### src/design/svfbm_pkg.sv
package svfbm_pkg;

   // Filter bank shape
   localparam int STAGES      = 3;
   localparam int SAMPLE_BITS = 24;
   localparam int CHANNELS    = 2;
   localparam int COEF_SETS   = 3;

   // Field widths
   localparam int COEF_W = 20;
   localparam int DAMP_W = 17;
   localparam int GAIN_W = 16;
   localparam int OUT_W  = 32;
   localparam int ST_W   = 40;

   // Datapath widths
   localparam int MA_W    = COEF_W + 1;
   localparam int BLO_W   = ST_W / 2;
   localparam int BHI_W   = ST_W - BLO_W;
   localparam int PROD_W  = MA_W + ST_W + 1;
   localparam int NUM_W   = 47;
   localparam int DEN_W   = 26;
   localparam int FRAC_W  = 16;
   localparam int DVD_W   = NUM_W - 1 + FRAC_W;
   localparam int DIV_ITER = DVD_W / 2;
   localparam int DIV_CNT_W = $clog2(DIV_ITER);
   localparam int SUM_W   = ST_W + 4;
   localparam int STG_W   = (STAGES > 1) ? $clog2(STAGES) : 1;
   localparam int CSEL_W  = 2;
   localparam int ADDR_W  = 5;
   localparam int DATA_W  = 32;
   localparam int ONE_Q16 = 65536;

   localparam logic signed [ST_W-1:0] ST_MAX = {1'b0, {(ST_W-1){1'b1}}};
   localparam logic signed [ST_W-1:0] ST_MIN = {1'b1, {(ST_W-1){1'b0}}};

   // Register indexes
   localparam logic [2:0] REG_LEFT_A  = 3'd0;
   localparam logic [2:0] REG_LEFT_B  = 3'd1;
   localparam logic [2:0] REG_LEFT_C  = 3'd2;
   localparam logic [2:0] REG_RIGHT_A = 3'd3;
   localparam logic [2:0] REG_RIGHT_B = 3'd4;
   localparam logic [2:0] REG_RIGHT_C = 3'd5;
   localparam logic [2:0] REG_DAMPING = 3'd6;
   localparam logic [2:0] REG_GAIN    = 3'd7;

   // Datapath operations
   localparam int OP_W = 4;
   localparam logic [OP_W-1:0] OP_X    = 4'd0;
   localparam logic [OP_W-1:0] OP_LOAD = 4'd1;
   localparam logic [OP_W-1:0] OP_DEN1 = 4'd2;
   localparam logic [OP_W-1:0] OP_DEN2 = 4'd3;
   localparam logic [OP_W-1:0] OP_NUM  = 4'd4;
   localparam logic [OP_W-1:0] OP_HP   = 4'd5;
   localparam logic [OP_W-1:0] OP_BP   = 4'd6;
   localparam logic [OP_W-1:0] OP_S1   = 4'd7;
   localparam logic [OP_W-1:0] OP_LP   = 4'd8;
   localparam logic [OP_W-1:0] OP_S2   = 4'd9;
   localparam logic [OP_W-1:0] OP_OUT  = 4'd10;

   typedef struct packed {
      logic [CHANNELS-1:0][COEF_SETS-1:0][COEF_W-1:0] coef;
      logic [DAMP_W-1:0]                              damping;
      logic [GAIN_W-1:0]                              gain;
   } cfg_type;

   typedef struct packed {
      logic              go;
      logic              capture;
      logic [OP_W-1:0]   op;
      logic              chan;
      logic [STG_W-1:0]  stage;
      logic [CSEL_W-1:0] csel;
   } cmd_type;

   typedef struct packed {
      logic done;
      logic out_busy;
   } sts_type;

endpackage

### src/design/svfbm_ctrl.sv
module svfbm_ctrl (
   input  logic               clock,
   input  logic               reset,
   input  logic               req_valid,
   output logic               req_stall,
   output svfbm_pkg::cmd_type cmd,
   input  svfbm_pkg::sts_type sts
);

   localparam logic S_IDLE = 1'b0;
   localparam logic S_RUN  = 1'b1;

   logic                             state_ff, state_in;
   logic                             pend_ff, pend_in;
   logic [svfbm_pkg::OP_W-1:0]       op_ff, op_in;
   logic                             chan_ff, chan_in;
   logic [svfbm_pkg::STG_W-1:0]      stage_ff, stage_in;
   logic [svfbm_pkg::CSEL_W-1:0]     csel_ff, csel_in;
   logic                             go;
   logic                             capture;

   always_comb begin
      state_in = state_ff;
      pend_in  = pend_ff;
      op_in    = op_ff;
      chan_in  = chan_ff;
      stage_in = stage_ff;
      csel_in  = csel_ff;
      go       = 1'b0;
      capture  = 1'b0;
      case (state_ff)
         S_IDLE: begin
            // Take a beat and start at the left channel
            if (req_valid) begin
               capture  = 1'b1;
               state_in = S_RUN;
               pend_in  = 1'b0;
               op_in    = svfbm_pkg::OP_X;
               chan_in  = 1'b0;
               stage_in = '0;
               csel_in  = '0;
            end
         end
         S_RUN: begin
            if (!pend_ff) begin
               // Issue, holding the result step while the output is stalled
               if ((op_ff != svfbm_pkg::OP_OUT) || !sts.out_busy) begin
                  go      = 1'b1;
                  pend_in = 1'b1;
               end
            end else if (sts.done) begin
               pend_in = 1'b0;
               case (op_ff)
                  svfbm_pkg::OP_X:    op_in = svfbm_pkg::OP_LOAD;
                  svfbm_pkg::OP_LOAD: op_in = svfbm_pkg::OP_DEN1;
                  svfbm_pkg::OP_DEN1: op_in = svfbm_pkg::OP_DEN2;
                  svfbm_pkg::OP_DEN2: op_in = svfbm_pkg::OP_NUM;
                  svfbm_pkg::OP_NUM:  op_in = svfbm_pkg::OP_HP;
                  svfbm_pkg::OP_HP:   op_in = svfbm_pkg::OP_BP;
                  svfbm_pkg::OP_BP:   op_in = svfbm_pkg::OP_S1;
                  svfbm_pkg::OP_S1:   op_in = svfbm_pkg::OP_LP;
                  svfbm_pkg::OP_LP:   op_in = svfbm_pkg::OP_S2;
                  svfbm_pkg::OP_S2: begin
                     if (stage_ff == svfbm_pkg::STG_W'(svfbm_pkg::STAGES - 1)) begin
                        stage_in = '0;
                        csel_in  = '0;
                        if (chan_ff) begin
                           op_in = svfbm_pkg::OP_OUT;
                        end else begin
                           chan_in = 1'b1;
                           op_in   = svfbm_pkg::OP_X;
                        end
                     end else begin
                        // Advance stage; coefficient set wraps every three stages
                        stage_in = stage_ff + 1'b1;
                        csel_in  = (csel_ff == svfbm_pkg::CSEL_W'(svfbm_pkg::COEF_SETS - 1))
                                   ? '0 : csel_ff + 1'b1;
                        op_in    = svfbm_pkg::OP_LOAD;
                     end
                  end
                  svfbm_pkg::OP_OUT:  state_in = S_IDLE;
                  default:            state_in = S_IDLE;
               endcase
            end
         end
         default: state_in = S_IDLE;
      endcase
   end

   always_ff @(posedge clock) begin
      if (reset) begin
         state_ff <= S_IDLE;
         pend_ff  <= 1'b0;
         op_ff    <= svfbm_pkg::OP_X;
         chan_ff  <= 1'b0;
         stage_ff <= '0;
         csel_ff  <= '0;
      end else begin
         state_ff <= state_in;
         pend_ff  <= pend_in;
         op_ff    <= op_in;
         chan_ff  <= chan_in;
         stage_ff <= stage_in;
         csel_ff  <= csel_in;
      end
   end

   assign req_stall   = (state_ff != S_IDLE);
   assign cmd.go      = go;
   assign cmd.capture = capture;
   assign cmd.op      = op_ff;
   assign cmd.chan    = chan_ff;
   assign cmd.stage   = stage_ff;
   assign cmd.csel    = csel_ff;

endmodule

### config.mk
export PLATFORM = sky130hd
export DESIGN_NAME = svfbm_ctrl
export DESIGN_NICKNAME = d
export VERILOG_FILES = /design/src/design/svfbm_pkg.sv /design/src/design/svfbm_ctrl.sv
export SDC_FILE = /design/constraint.sdc
export NUM_CORES = 1
export LEC_CHECK = 0
export BUFFER_PORTS_ARGS = -buffer_cell sky130_fd_sc_hd__buf_4
export CAP_MARGIN = 20
export CORE_AREA = 5 5 42 44
export CTS_CLUSTER_DIAMETER = 50
export DETAILED_ROUTE_END_ITERATION = 7
export DIE_AREA = 0 0 47 49
export PLACE_DENSITY = 0.71
export SYNTH_ARGS = -nofsm -noshare
export SYNTH_HDL_FRONTEND = slang
export SYNTH_SLANG_ARGS = --single-unit
export TNS_END_PERCENT = 1
### constraint.sdc
create_clock -name clock -period 3.7 [get_ports clock]
set_clock_uncertainty 0.15 [all_clocks]
set_input_delay 0.925 -clock clock [delete_from_list [all_inputs] [get_ports clock]]
set_output_delay 0.925 -clock clock [all_outputs]
set_load 0.02 [all_outputs]
======== After elaboration in Yosys (flattened, before gate mapping) ========
Cells that the tools add are included.
cells by class
  $add $sub $neg .......................... 2
  $mul .................................... 0
  divide/modulo/power cells ............... 0
  magnitude comparators ................... 0
  equality and inequality tests ........... 18
  shifts and indexed selects .............. 0
  muxes and demuxes ....................... 37
  bitwise gates (word level) .............. 1
  reduce and logical (&&, ||, !) cells .... 7
operator list
  cell                                                     number
  one-hot mux 4 bit (10 select lines)                      1
  two-way mux 2 bit                                        10
  two-way mux 4 bit                                        5
  == test 4 x 3 -> 1 bit (second input constant)           4
  two-way mux 1 bit                                        15
  inequality test 11 x 1 -> 1 bit (second input constant)  1
  OR reduction 10 bit                                      1
  == test 4 x 2 -> 1 bit (second input constant)           2
  == test 4 bit (second input constant)                    2
  one-hot mux 2 bit (2 select lines)                       2
  one-hot mux 4 bit (2 select lines)                       1
  AND reduction 4 bit                                      2
  inequality test 2 x 1 -> 1 bit (second input constant)   3
  one-hot mux 1 bit (2 select lines)                       3
  AND reduction 5 bit                                      1
  adder 2 x 1 -> 2 bit (second input constant)             2
  == test 2 bit (second input constant)                    2
  == test 4 x 1 -> 1 bit (second input constant)           1
  zero test 4 bit                                          1
  inequality test 2 bit (second input constant)            2
  inequality test 4 bit (second input constant)            1
  zero test 1 bit                                          1
  logical OR 1 bit                                         1
  NOT 1 bit                                                1
storage, ports and cells
  register bits ........................... 11
  latch bits .............................. 0
  bits in writable memories ............... 0
  memory bits (read-only) ................. 0
  input bits .............................. 5
  logic and storage cells ................. 71
  memories ................................ 0

======== Depth between registers and ports, before layout ========
  word-level depth ........................ 7
  gate-level depth with buffers ........... 5

======== Worst setup path before layout ========
Ideal clock, no wire load.
  kind .................................... in2out
  start point ............................. in sts[0] (netlist name)
  end point ............................... out cmd[10] (netlist name)
  arrival time ............................ 1.397 ns
  required time ........................... 2.625 ns
  slack ................................... 1.228 ns
  stages on the path ...................... 4
  path through ............................ nand4b_1 o21ai_0 nor2_1 buf_4
on the way
  word-level cells in the longest chain between the ends .. 5
ends and longest elaborated chain
  what               RTL line          source
  from (decl)        svfbm_ctrl.sv:7   input svfbm_pkg::sts_type sts
  zero test 1 bit    svfbm_ctrl.sv:47  if ((op_ff != svfbm_pkg::OP_OUT) || !sts.out_busy) begin
  logical OR 1 bit   svfbm_ctrl.sv:47
  two-way mux 1 bit  svfbm_ctrl.sv:47
  two-way mux 1 bit  svfbm_ctrl.sv:45  if (!pend_ff) begin
  two-way mux 1 bit  svfbm_ctrl.sv:31  case (state_ff)
  to (decl)          svfbm_ctrl.sv:6   output svfbm_pkg::cmd_type cmd,
Every way passes these cells.

==> key figures <==
STA
  – Period utilisation layout: 70.7%
  – Tmin final: 2610 ps
  – Final setup fails: 0
  – Max frequency: 0.382 GHz
  – RSZ-0062 raised after global routing: no
  – Final Hold Viols: 0
  – Final Max Tran Viols: 0
  – Final worst slack: between 1000 and 1500 ps
  – Worst Tran Pin Value: 388 ps
  – Fin Setup TNS: 0 ps
  – Max_slew headroom: 74.1%

Route
  – 1st-pass router iterations: 4
  – Wire length per cell: 13.2 um
  – WL final: 1310 um
  – Post-DRT Antenna Nets: 0
  – Drt first-iter violations: 7
  – Vias per Instance: 5.43
  – DR vias: ~540
  – # DRC: 0

Finish
  – Final net count: slightly below 90
  – Filler instances: between 100 and 150
  – Layout Cells excl Fill: 99
  – Most frequent cells in the layout: 16 x buf_4, 11 x dfxtp_1, 8 x nand3_1
  – Layout Area Growth over Synthesis: 21.1%
  – Core Util, Final: 51.2%
  – Diodes inserted: 0
  – Layout cell share with drive strength beyond 1: 30.1%
  – Most common cell after layout, fill and taps aside: buf_4

Synth
  – Syn nets: 75
  – Post-synth top area share: between 30% and 40%
  – Sequential share of the synthesized area: 37.1%
  – Ranking of synthesized cells by area: dfxtp_1 37%, nand3_1 6.8%, buf_4 3.8%
  – Async SR Flop Fraction: 0%
  – Dominant cell type by area after synthesis: dfxtp_1
  – Yosys reg bits: 11
  – Avg Inst Size Synth: 8.47 um^2
  – Ys Warns: 0
  – Netlist Area Pre-Place: 593 um^2
  – Dominant synthesized flop cell: dfxtp_1
  – Post-Synthesis Cells: 70
  – Number of synthesized flops with an enable pin: 0
  – Synth unique cells: 31

Worst setup path
  – R2R depth: 4
  – Crit end category: primary output
  – Worst-path fanout max: 2
  – Worst reg-to-reg setup slack: about 2100 ps
  – Worst Setup EP: cmd[10]
  – Worst r2r dst: op_ff[1]
  – R2r startpoint: req_stall
  – Crit path launch: sts[0]
  – Setup crit start kind: input port
  – WP data required: 2620 ps
  – CP Class: in2out
  – Worst path arrival time: about 1500 ps

Die
  – Die Wd: approximately 47 um
  – Die ar.: 0.00230 mm^2
  – Initial core utilization: 42.3%
  – Row count: 14
  – Die H: about 49 um
  – IO Pins: 17
  – Area of the core: 0.00140 mm^2

Global routing
  – Via count of the first global-routing pass: 481
  – Largest net degree at the start of global routing: 12
  – Antenna violations before repair: 0
  – Tot GR Track Use: approximately an eighth
  – Grt ovf: 0
  – First-pass GRT wire length: 2080 um

Worst hold path
  – Worst hold-check path type: reg2reg

Pwr
  – Max VDD drop: 0.000196 V
  – P_int: 0.172 mW
  – Clk network pwr share: 36.3%
  – Sw Ratio: about a quarter
  – Gate power share: 9.9%
  – Leakage: about 0.28 nW
  – Sequential Power Share: 53.8%
  – Pwr per Cell Area: 319 mW/mm^2
  – Psw: 0.0573 mW

Clock tree
  – Hold_buf cts: 0
  – Cts bufs inserted: 3
  – Skew-Pair Late Insertion Delay: 270 ps
  – CTS tree: built
  – Clock buffer depth: 2
  – Root Buffer: clkbuf_4
  – Max H-tree Level: 1
  – CTS clk-pin slew, worst paths: approximately 70 ps
  – Post-CTS setup buffers: 0
  – PostCTS Resize Cnt: 0
  – Clock sinks: 11

Flow run
  – Max cap viols: 0

Placed design
  – # port buffers: 16
  – Gp weighted congestion: 0.782
  – Dpl cells: 95
  – DP Worst Slack: ~1100 ps
  – Post-DP HPWL: 936 um

Outcome
  – Status: complete, no violations
## state kept, by name (all words and copies together) (netlist names)
signal	count
csel_ff	2
pend_ff	1
op_ff	4
stage_ff	2
chan_ff	1
req_stall	1
## critical path: stages
cell	delay [ps]
buf_4	80
nand4b_1	80
o21ai_0	230
nor2_1	60
buf_4	160
## cells in the mapped netlist, drive strengths merged (2+ instances only)
cell and n:
nand4b 2, nor2 5, nor3 2, inv 3, o41ai 2, nand3 8, a32o 2, nand2b 2
dfxtp 11, buf 6, nand2 6, o21ai 6
## worst min path at each step
stage	start	to	slack [ps]	depth (start not counted)
finish	chan_ff	chan_ff	340	2
global route	pend_ff	pend_ff	380	2
CTS	chan_ff	chan_ff	340	2
detailed placement	csel_ff[1]	csel_ff[1]	330	2
global placement	csel_ff[1]	csel_ff[1]	320	2
floorplan	chan_ff	chan_ff	300	2
## cell families after synthesis
logic type	after synthesis	share of synthesized area, %
AND/OR/NAND/NOR	32	33.5
AO/OA/AOI/OAI	16	19.0
flip-flops	11	37.1
buffers and inverters	10	8.86
XOR/XNOR	1	1.48
## per-layer routing
metal	vias to the layer above	share of wire, %	track usage, %
li1	282	-	-
met1	245	51	18.9
met2	9	44	14.9
met3	2	4.3	3.32
met4	0	0.61	6.91
met5	-	0	0
## final cells by class
| type | count | area, um^2 | area share, % |
|---|---|---|---|
| inverter | 3 | 11.3 | 1.57 |
| clock buffer | 4 | 26.3 | 3.66 |
| tap | 16 | 20.0 | 2.79 |
| multi-input combinational | 49 | 320 | 44.6 |
| timing repair buffer | 16 | 120 | 16.7 |
| sequential | 11 | 220 | 30.7 |
## metrics by stage
step	hold slack (ps)	power (mW)	area (um^2)
CTS	343	0.232	718
detailed placement	327	0.149	692
global route	381	0.242	718
global placement	323	0.148	692
finish	336	0.229	718
floorplan	298	0.141	593
## power groups by stage
| stage | logic [mW] | clock network, mW | registers (mW) |
|---|---|---|---|
| 6_report | 0.0228 | 0.0830 | 0.123 |
| 5_1_grt | 0.0252 | 0.0936 | 0.123 |
| 4_1_cts | 0.0229 | 0.0857 | 0.123 |
| 3_5_place_dp | 0.0230 | 0 | 0.126 |
| 3_3_place_gp | 0.0225 | 0 | 0.126 |
| 2_1_floorplan | 0.0149 | 0 | 0.126 |
Power figures use the tool's default switching activity.
